--- config.mk ---
export PLATFORM = sky130hd
export DESIGN_NAME = chroma_key_alpha
export DESIGN_NICKNAME = d
export VERILOG_FILES = /design/src/sv/cka_pkg.sv /design/src/sv/chroma_key_alpha.sv /design/src/sv/cka_sqrt_cell.sv /design/src/sv/cka_div_cell.sv
export SDC_FILE = /design/constraint.sdc
export NUM_CORES = 2
export LEC_CHECK = 0
export BUFFER_PORTS_ARGS = -buffer_cell sky130_fd_sc_hd__buf_2
export CAP_MARGIN = 20
export CORE_ASPECT_RATIO = 1.5
export CORE_MARGIN = 3
export CORE_UTILIZATION = 60
export DETAILED_ROUTE_END_ITERATION = 8
export GPL_ROUTABILITY_DRIVEN = 0
export PLACE_DENSITY = 0.89
export SLEW_MARGIN = 20
export SYNTH_ARGS = -nofsm -noshare
export SYNTH_HDL_FRONTEND = slang
export SYNTH_SLANG_ARGS = --single-unit
--- constraint.sdc ---
create_clock -name clk -period 13.7 [get_ports clk]
set_input_delay 2.74 -clock clk [delete_from_list [all_inputs] [get_ports clk]]
set_output_delay 2.74 -clock clk [all_outputs]
set_load 0.02 [all_outputs]
--- src/sv/cka_pkg.sv ---
`default_nettype none
package cka_pkg;

  localparam int ChanW    = 8;
  localparam int SqW      = 2 * ChanW;
  localparam int SumW     = SqW + 2;
  localparam int RadW     = SumW + 8;
  localparam int RootW    = RadW / 2;
  localparam int RemW     = RootW + 2;
  localparam int RadiusW  = 13;
  localparam int FadeW    = 12;
  localparam int ProdW    = ChanW + FadeW;
  localparam int CfgIdxW  = 3;
  localparam int CfgDataW = 13;
  localparam int SqrtCells = RootW;
  localparam int DivCells  = ChanW;

  localparam logic [FadeW-1:0]   FadeMin     = FadeW'(16);
  localparam logic [ChanW-1:0]   KeyRedRst   = ChanW'(0);
  localparam logic [ChanW-1:0]   KeyGreenRst = ChanW'(255);
  localparam logic [ChanW-1:0]   KeyBlueRst  = ChanW'(0);
  localparam logic [RadiusW-1:0] RadiusRst   = RadiusW'(480);
  localparam logic [FadeW-1:0]   FadeRst     = FadeW'(160);

  typedef enum logic [CfgIdxW-1:0] {
    REG_KEY_RED      = 3'd0,
    REG_KEY_GREEN    = 3'd1,
    REG_KEY_BLUE     = 3'd2,
    REG_MATCH_RADIUS = 3'd3,
    REG_FADE_WIDTH   = 3'd4
  } cka_reg_t;

  typedef struct packed {
    logic [ChanW-1:0] in_red;
    logic [ChanW-1:0] in_green;
    logic [ChanW-1:0] in_blue;
    logic [ChanW-1:0] in_alpha;
  } cka_in_t;

  typedef struct packed {
    logic [ChanW-1:0] out_red;
    logic [ChanW-1:0] out_green;
    logic [ChanW-1:0] out_blue;
    logic [ChanW-1:0] out_alpha;
  } cka_out_t;

  // control and pixel that ride along with each word
  typedef struct packed {
    logic    vld;
    logic    bypass;
    cka_in_t pix;
  } cka_tag_t;

  typedef struct packed {
    logic [RadW-1:0]  rad;
    logic [RootW-1:0] root;
    logic [RemW-1:0]  rem;
  } cka_sq_t;

  typedef struct packed {
    logic [ProdW-1:0] rem;
    logic [ChanW-1:0] quo;
  } cka_dv_t;

endpackage
`default_nettype wire

--- src/sv/chroma_key_alpha.sv ---
`default_nettype none
// Chroma key with soft edge on an RGBA pixel stream.
// Input: a pixel word on in_word is taken at each clock edge where start is
// high and busy is low. busy is always low, so a pixel may enter every cycle.
// Output: out_valid strobes for one cycle with the keyed pixel on out_word.
// Color channels pass through; alpha is cleared inside the match radius,
// kept beyond radius plus fade width and scaled linearly in between.
// From the accepting edge to out_valid a pixel passes through, in order:
// a difference-square stage, a sum stage, 13 square-root cells (one root bit
// each), two key stages (compare, then alpha times distance) and 8 divider
// cells (one quotient bit each), then the output register. Throughput is
// one pixel per clock; every stage hands its word on each cycle.
// Configuration: cfg_we writes cfg_wdata to the register at cfg_idx (key red,
// green, blue, match radius, fade width); other indexes are ignored. Write
// only while no pixel is in flight. A fade width below 1.0 acts as 1.0.
// Reset (rst_n low, synchronous) empties the pipeline and restores the
// register defaults. The receiver cannot stall; results must be taken.
module chroma_key_alpha
  import cka_pkg::*;
(
  input  wire logic                clk,
  input  wire logic                rst_n,
  input  wire logic                start,
  output logic                     busy,
  input  wire cka_in_t             in_word,
  output logic                     out_valid,
  output cka_out_t                 out_word,
  input  wire logic                cfg_we,
  input  wire logic [CfgIdxW-1:0]  cfg_idx,
  input  wire logic [CfgDataW-1:0] cfg_wdata
);

  logic [ChanW-1:0]   key_red_r;
  logic [ChanW-1:0]   key_green_r;
  logic [ChanW-1:0]   key_blue_r;
  logic [RadiusW-1:0] radius_r;
  logic [FadeW-1:0]   fade_r;
  logic [FadeW-1:0]   edge_eff;

  always_ff @(posedge clk) begin
    if (!rst_n) begin
      key_red_r   <= KeyRedRst;
      key_green_r <= KeyGreenRst;
      key_blue_r  <= KeyBlueRst;
      radius_r    <= RadiusRst;
      fade_r      <= FadeRst;
    end else if (cfg_we) begin
      unique case (cfg_idx)
        REG_KEY_RED:      key_red_r   <= cfg_wdata[ChanW-1:0];
        REG_KEY_GREEN:    key_green_r <= cfg_wdata[ChanW-1:0];
        REG_KEY_BLUE:     key_blue_r  <= cfg_wdata[ChanW-1:0];
        REG_MATCH_RADIUS: radius_r    <= cfg_wdata[RadiusW-1:0];
        REG_FADE_WIDTH:   fade_r      <= cfg_wdata[FadeW-1:0];
        default: ;
      endcase
    end
  end

  assign edge_eff = (fade_r < FadeMin) ? FadeMin : fade_r;
  assign busy     = 1'b0;

  // difference squares
  logic [ChanW-1:0] dr, dg, db;
  logic [SqW-1:0]   sq_red_r, sq_green_r, sq_blue_r;
  cka_tag_t         s1_tag_r;

  always_comb begin
    dr = (in_word.in_red > key_red_r) ? in_word.in_red - key_red_r
                                      : key_red_r - in_word.in_red;
    dg = (in_word.in_green > key_green_r) ? in_word.in_green - key_green_r
                                          : key_green_r - in_word.in_green;
    db = (in_word.in_blue > key_blue_r) ? in_word.in_blue - key_blue_r
                                        : key_blue_r - in_word.in_blue;
  end

  always_ff @(posedge clk) begin
    if (!rst_n) begin
      s1_tag_r.vld <= 1'b0;
    end else begin
      s1_tag_r.vld <= start && !busy;
    end
    s1_tag_r.bypass <= 1'b0;
    s1_tag_r.pix    <= in_word;
    sq_red_r        <= SqW'(dr) * SqW'(dr);
    sq_green_r      <= SqW'(dg) * SqW'(dg);
    sq_blue_r       <= SqW'(db) * SqW'(db);
  end

  // sum of squares, scaled for 4 fractional root bits
  cka_tag_t sq_tag [SqrtCells+1];
  cka_sq_t  sq_dat [SqrtCells+1];
  cka_tag_t s2_tag_r;
  cka_sq_t  s2_sq_r;
  logic [SumW-1:0] sum;

  assign sum = SumW'(sq_red_r) + SumW'(sq_green_r) + SumW'(sq_blue_r);

  always_ff @(posedge clk) begin
    if (!rst_n) begin
      s2_tag_r.vld <= 1'b0;
    end else begin
      s2_tag_r.vld <= s1_tag_r.vld;
    end
    s2_tag_r.bypass <= s1_tag_r.bypass;
    s2_tag_r.pix    <= s1_tag_r.pix;
    s2_sq_r.rad     <= {sum, 8'b0};
    s2_sq_r.root    <= '0;
    s2_sq_r.rem     <= '0;
  end

  assign sq_tag[0] = s2_tag_r;
  assign sq_dat[0] = s2_sq_r;

  for (genvar i = 0; i < SqrtCells; i++) begin : g_sqrt
    cka_sqrt_cell u_cell (
      .clk   (clk),
      .rst_n (rst_n),
      .tag_i (sq_tag[i]),
      .sq_i  (sq_dat[i]),
      .tag_o (sq_tag[i+1]),
      .sq_o  (sq_dat[i+1])
    );
  end

  // key stage 1: distance past the radius and region
  logic [RootW-1:0] key_dist;
  logic [RootW:0]   over;
  logic             inside_key;
  logic             past_fade;
  cka_tag_t         k1_tag_r;
  logic [FadeW-1:0] k1_d_r;

  always_comb begin
    key_dist   = sq_dat[SqrtCells].root;
    over       = {1'b0, key_dist} - (RootW+1)'(radius_r);
    inside_key = ((RootW+1)'(key_dist) <= (RootW+1)'(radius_r));
    past_fade  = (over >= (RootW+1)'(edge_eff));
  end

  always_ff @(posedge clk) begin
    if (!rst_n) begin
      k1_tag_r.vld <= 1'b0;
    end else begin
      k1_tag_r.vld <= sq_tag[SqrtCells].vld;
    end
    k1_tag_r.bypass <= !inside_key && past_fade;
    k1_tag_r.pix    <= sq_tag[SqrtCells].pix;
    k1_d_r          <= (inside_key || past_fade) ? '0 : over[FadeW-1:0];
  end

  // key stage 2: alpha times distance
  cka_tag_t dv_tag [DivCells+1];
  cka_dv_t  dv_dat [DivCells+1];
  cka_tag_t k2_tag_r;
  cka_dv_t  k2_dv_r;

  always_ff @(posedge clk) begin
    if (!rst_n) begin
      k2_tag_r.vld <= 1'b0;
    end else begin
      k2_tag_r.vld <= k1_tag_r.vld;
    end
    k2_tag_r.bypass <= k1_tag_r.bypass;
    k2_tag_r.pix    <= k1_tag_r.pix;
    k2_dv_r.rem     <= ProdW'(k1_tag_r.pix.in_alpha) * ProdW'(k1_d_r);
    k2_dv_r.quo     <= '0;
  end

  assign dv_tag[0] = k2_tag_r;
  assign dv_dat[0] = k2_dv_r;

  for (genvar j = 0; j < DivCells; j++) begin : g_div
    cka_div_cell u_cell (
      .clk    (clk),
      .rst_n  (rst_n),
      .edge_i (edge_eff),
      .tag_i  (dv_tag[j]),
      .dv_i   (dv_dat[j]),
      .tag_o  (dv_tag[j+1]),
      .dv_o   (dv_dat[j+1])
    );
  end

  // output register
  cka_tag_t   last_tag;
  logic       out_valid_r;
  cka_out_t   out_word_r;

  assign last_tag = dv_tag[DivCells];

  always_ff @(posedge clk) begin
    if (!rst_n) begin
      out_valid_r <= 1'b0;
    end else begin
      out_valid_r <= last_tag.vld;
    end
    out_word_r.out_red   <= last_tag.pix.in_red;
    out_word_r.out_green <= last_tag.pix.in_green;
    out_word_r.out_blue  <= last_tag.pix.in_blue;
    out_word_r.out_alpha <= last_tag.bypass ? last_tag.pix.in_alpha
                                            : dv_dat[DivCells].quo;
  end

  assign out_valid = out_valid_r;
  assign out_word  = out_word_r;

  // root remainder never exceeds twice the root
  a_sqrt_rem: assert property (@(posedge clk) disable iff (!rst_n)
    sq_tag[SqrtCells].vld |->
      ({1'b0, sq_dat[SqrtCells].rem} <= {sq_dat[SqrtCells].root, 1'b0}))
    else $error("square root remainder out of range");

  // scaled alpha never exceeds the incoming alpha
  a_quo_le_alpha: assert property (@(posedge clk) disable iff (!rst_n)
    (last_tag.vld && !last_tag.bypass) |->
      (dv_dat[DivCells].quo <= last_tag.pix.in_alpha))
    else $error("scaled alpha above input alpha");

  // divider remainder stays below the divisor after the last step
  a_div_rem: assert property (@(posedge clk) disable iff (!rst_n)
    last_tag.vld |-> (dv_dat[DivCells].rem < ProdW'({edge_eff, DivCells'(0)})))
    else $error("divider remainder out of range");

  // the scaled product never reaches 256 times the edge
  a_prod_range: assert property (@(posedge clk) disable iff (!rst_n)
    k2_tag_r.vld |-> (k2_dv_r.rem < ProdW'({edge_eff, DivCells'(0)})))
    else $error("alpha product too large for the divider");

endmodule
`default_nettype wire

--- src/sv/cka_sqrt_cell.sv ---
`default_nettype none
module cka_sqrt_cell
  import cka_pkg::*;
(
  input  wire logic     clk,
  input  wire logic     rst_n,
  input  wire cka_tag_t tag_i,
  input  wire cka_sq_t  sq_i,
  output cka_tag_t      tag_o,
  output cka_sq_t       sq_o
);

  logic [RemW+1:0] acc;
  logic [RemW+1:0] test;
  logic            ge;
  logic [RemW+1:0] diff;
  cka_sq_t         sq_nxt;
  cka_tag_t        tag_r;
  cka_sq_t         sq_r;

  // one root bit per cell: bring down two radicand bits, try (root<<2)|1
  always_comb begin
    acc  = {sq_i.rem, sq_i.rad[RadW-1 -: 2]};
    test = (RemW+2)'({sq_i.root, 2'b01});
    ge   = (acc >= test);
    diff = acc - test;
    sq_nxt.rem  = ge ? diff[RemW-1:0] : acc[RemW-1:0];
    sq_nxt.root = {sq_i.root[RootW-2:0], ge};
    sq_nxt.rad  = {sq_i.rad[RadW-3:0], 2'b00};
  end

  always_ff @(posedge clk) begin
    if (!rst_n) begin
      tag_r.vld <= 1'b0;
    end else begin
      tag_r.vld <= tag_i.vld;
    end
    tag_r.bypass <= tag_i.bypass;
    tag_r.pix    <= tag_i.pix;
    sq_r         <= sq_nxt;
  end

  assign tag_o = tag_r;
  assign sq_o  = sq_r;

endmodule
`default_nettype wire

--- src/sv/cka_div_cell.sv ---
`default_nettype none
module cka_div_cell
  import cka_pkg::*;
(
  input  wire logic             clk,
  input  wire logic             rst_n,
  input  wire logic [FadeW-1:0] edge_i,
  input  wire cka_tag_t         tag_i,
  input  wire cka_dv_t          dv_i,
  output cka_tag_t              tag_o,
  output cka_dv_t               dv_o
);

  logic [ProdW-1:0] shifted;
  logic             ge;
  logic [ProdW-1:0] diff;
  cka_dv_t          dv_nxt;
  cka_tag_t         tag_r;
  cka_dv_t          dv_r;

  // restoring step against the divisor aligned to the top quotient bit
  always_comb begin
    shifted    = ProdW'({edge_i, {(DivCells-1){1'b0}}});
    ge         = (dv_i.rem >= shifted);
    diff       = dv_i.rem - shifted;
    dv_nxt.rem = ge ? {diff[ProdW-2:0], 1'b0} : {dv_i.rem[ProdW-2:0], 1'b0};
    dv_nxt.quo = {dv_i.quo[ChanW-2:0], ge};
  end

  always_ff @(posedge clk) begin
    if (!rst_n) begin
      tag_r.vld <= 1'b0;
    end else begin
      tag_r.vld <= tag_i.vld;
    end
    tag_r.bypass <= tag_i.bypass;
    tag_r.pix    <= tag_i.pix;
    dv_r         <= dv_nxt;
  end

  assign tag_o = tag_r;
  assign dv_o  = dv_r;

endmodule
`default_nettype wire

==> impl_metrics.tcl <==
set metrics [dict create \
    synth_edf_count 0 \
    ios 86 \
    ir_drop_mv 0.185 \
    final_nets 5551 \
    synthTopCellsByArea "dfxtp_1 (55%), ha_1 (9.4%), fa_1 (6.3%)" \
    grt_pass1_vias 37700 \
    crit_type "primary input to flop" \
    io_buffers 84 \
    ys_types 91 \
    hold_depth 0 \
    drt-initial-drc-count 2582 \
    die-area_um2 93300 \
    vias 35000 \
    final.period_utilization 0.674 \
    status "complete, no violations" \
    grt_first_pass_wirelength_mm 188 \
    p_per_area_nw_per_um2 250 \
    setup_viol 0 \
    drive_above_1_share 0.0848 \
    fmax_mhz 108 \
    start_util 0.610 \
    cts_buffer_depth 3 \
    wl_mm 117 \
    postRouteAntennaNets 0 \
    die_x_um 250 \
    syn2layout_area_growth_pct 10.8 \
    h-tree-depth 3 \
    synth_flop_cell "dfxtp_1" \
    yosysWarnings 0 \
    path_clk_slew_ps 70 \
    cp_max_fo 9 \
    final-max-slew-violation-count 0 \
    hp-start "s1_tag_r[17]" \
    r2r_slack_ps 6250 \
    min_period_ps 9230 \
    worst_pin_slew_ps 934 \
    track_usage 0.249 \
    required_ps 14340 \
    start_kind "primary input" \
    end_kind "flop" \
    cpMaxStageDelayCell "o311ai_0" \
    reg2reg_depth 23 \
    cts_setup_buffers 0 \
    stdcell_count 6179 \
    crit_path_start "in_word[16]" \
    synthArstFlopShare 0 \
    cts_resized 0 \
    drcViolationCount 0 \
    slowest_delay_ps 640 \
    drv_cap 0 \
    avgRoutedWirePerCell_um 19.0 \
    reg2reg_from "key_red_r[0]" \
    synth_top_area_cell "dfxtp_1" \
    cts_buffers 118 \
    antenna_found_initial 5 \
    hold_viol_final 0 \
    dr.pass1.iters 7 \
    syn_area_um2 53800 \
    die_y_um 373 \
    clk_latency_ps 780 \
    hold_end "s2_tag_r[17]" \
    dp_hpwl_mm 75.4 \
    leakage_nw 27.2 \
    clock_sinks 1485 \
    ctsHoldBuffers 0 \
    rsz0062_at_grt "false" \
    placedCellCount 5952 \
    min_path_type "flop to flop" \
    skew_ps 97.7 \
    viasPerCell 5.66 \
    clk_root_buffer_cell "clkbuf_16" \
    rows 133 \
    cts_tree "done" \
    fillCellCount 5669 \
    yosysSeqAreaShare 0.553 \
    avgSynthCellArea_um2 11.3 \
    ys_seq_elements 1485 \
    synthCells 4776 \
    critPathArrivalTime_ps 9870 \
    grt_max_degree 76 \
    fin_setup_tns_ps 0 \
    synth_top_area_share 0.553 \
    grt_overflow 0 \
    r2r-end "sq_red_r[15]" \
    slew_headroom 0.360 \
    coreArea_um2 88200 \
]
==> synth_stat cells (28+ instances only) <==
library cell and instances:
o21a_1 62, mux2i_1 33, clkbuf_1 51, ha_1 406, and2_1 90, inv_1 460, nand2b_1 52, nand2_1 277
xnor2_1 155, nor2b_1 52, a21oi_1 188, fa_1 168, o21ai_0 146, nand4_1 36, xor2_1 84, nand3_1 47
nor2_1 274, or2_2 29, a21o_1 72, dfxtp_1 1485, or3_1 28, mux2_2 71, a21boi_0 43, o211ai_1 32
nor3_1 106
==> through the flow <==
| stage | worst slack [ps] | cell area [um^2] | hold slack, ps | util | power, mW |
|---|---|---|---|---|---|
| 3_3_place_gp | 4030 | 55400 | 309 | 0.629 | 10.9 |
| 6_report | 4470 | 59600 | 282 | 0.676 | 14.9 |
| 5_1_grt | 4040 | 59600 | 287 | 0.675 | 15.8 |
| 4_1_cts | 4630 | 59500 | 279 | 0.675 | 14.9 |
| 2_1_floorplan | 4680 | 53800 | 310 | - | 9.89 |
| 3_5_place_dp | 3840 | 55400 | 312 | 0.629 | 11.2 |
==> worst max-delay path: cells and delay by family <==
family / cells / cell delay, ps
compound gates: 5 / 1670
simple gates: 4 / 750
xor+xnor: 2 / 770
mux: 1 / 340
buf+inv: 6 / 530
fa+ha+maj: 7 / 3090
==> metal layers <==
layer	up-vias	GRT usage	share of wire
met5	-	0	0.000094
met4	2	0.174	0.076
met3	644	0.0486	0.059
met2	1415	0.465	0.53
met1	16700	0.243	0.34
li1	16200	-	-
==> sequential cells by signal, indices dropped and copies added, names as in the netlist <==
register and count:
s1_tag_r 33, sq_blue_r 15, s2_sq_r 18, key_red_r 8, out_valid 1, dv_dat 20
out_word 32, g_div.u_cell.dv_o 148, k1_d_r 12, key_green_r 8, s2_tag_r 33, fade_r 12
g_sqrt.u_cell.tag_o 429, key_blue_r 8, dv_tag 34, g_sqrt.u_cell.sq_o 325, g_div.u_cell.tag_o 272, radius_r 13
sq_green_r 15, k1_tag_r 34, sq_red_r 15
==> logic make-up (layout without fill, tap and decap cells) <==
group	after synthesis	in the layout	share of synthesized area
compound gates	730	730	0.0886
mux	104	104	0.0210
simple gates	1104	1104	0.102
xor+xnor	245	245	0.0407
flops	1485	1485	0.553
buf+inv	533	778	0.0380
fa+ha+maj	574	574	0.157
other cells	1	12	0.0000697
==> cells in the final DEF (no fill, tap or decap), types with 10 or more instances in the layout <==
cell,n
o21a_1,62
o21bai_1,23
a211oi_1,26
nor4_1,26
nand2_1,277
o31ai_1,19
clkbuf_16,118
a31oi_1,19
clkbuf_8,20
o21ai_0,146
ha_1,406
mux2i_1,33
clkinv_2,20
clkbuf_1,23
xor2_1,84
bufinv_16,10
or2_2,29
and3_1,26
nor3_1,106
o211ai_1,32
nand3_1,47
and2_1,90
nand2b_1,52
or3_1,28
a21o_1,72
a21boi_0,43
buf_2,84
nand4_1,36
nor2_1,272
buf_4,12
fa_1,168
xnor2_1,155
nor2b_1,52
dfxtp_1,1485
inv_1,460
a21oi_1,188
mux2_2,71
==> worst max path at each step <==
stage	to	slack, ps
after floorplan	sq_red_r[15]	4680
after global placement	sq_red_r[15]	4030
after detailed placement	sq_red_r[15]	3840
after CTS	sq_red_r[15]	4630
after global routing	sq_red_r[15]	4040
final	sq_green_r[15]	4470
==> where the power goes <==
group | total, mW | switching (mW) | internal, mW
clock network | 3.53 | 1.61 | 1.92
registers | 5.71 | 0.481 | 5.23
logic | 5.66 | 3.18 | 2.49
==> cell type report <==
cell class	instances	area (um^2)	area share
flip-flops and latches	1485	29700	0.499
multi-input cells	2762	22000	0.370
clock buffers	161	3310	0.0556
inverters	462	1730	0.0291
well taps	1147	1440	0.0241
clock inverters	59	803	0.0135
repair buffers	96	510	0.00857
diodes	7	17.5	0.000294
Power figures use the tool's default switching activity.
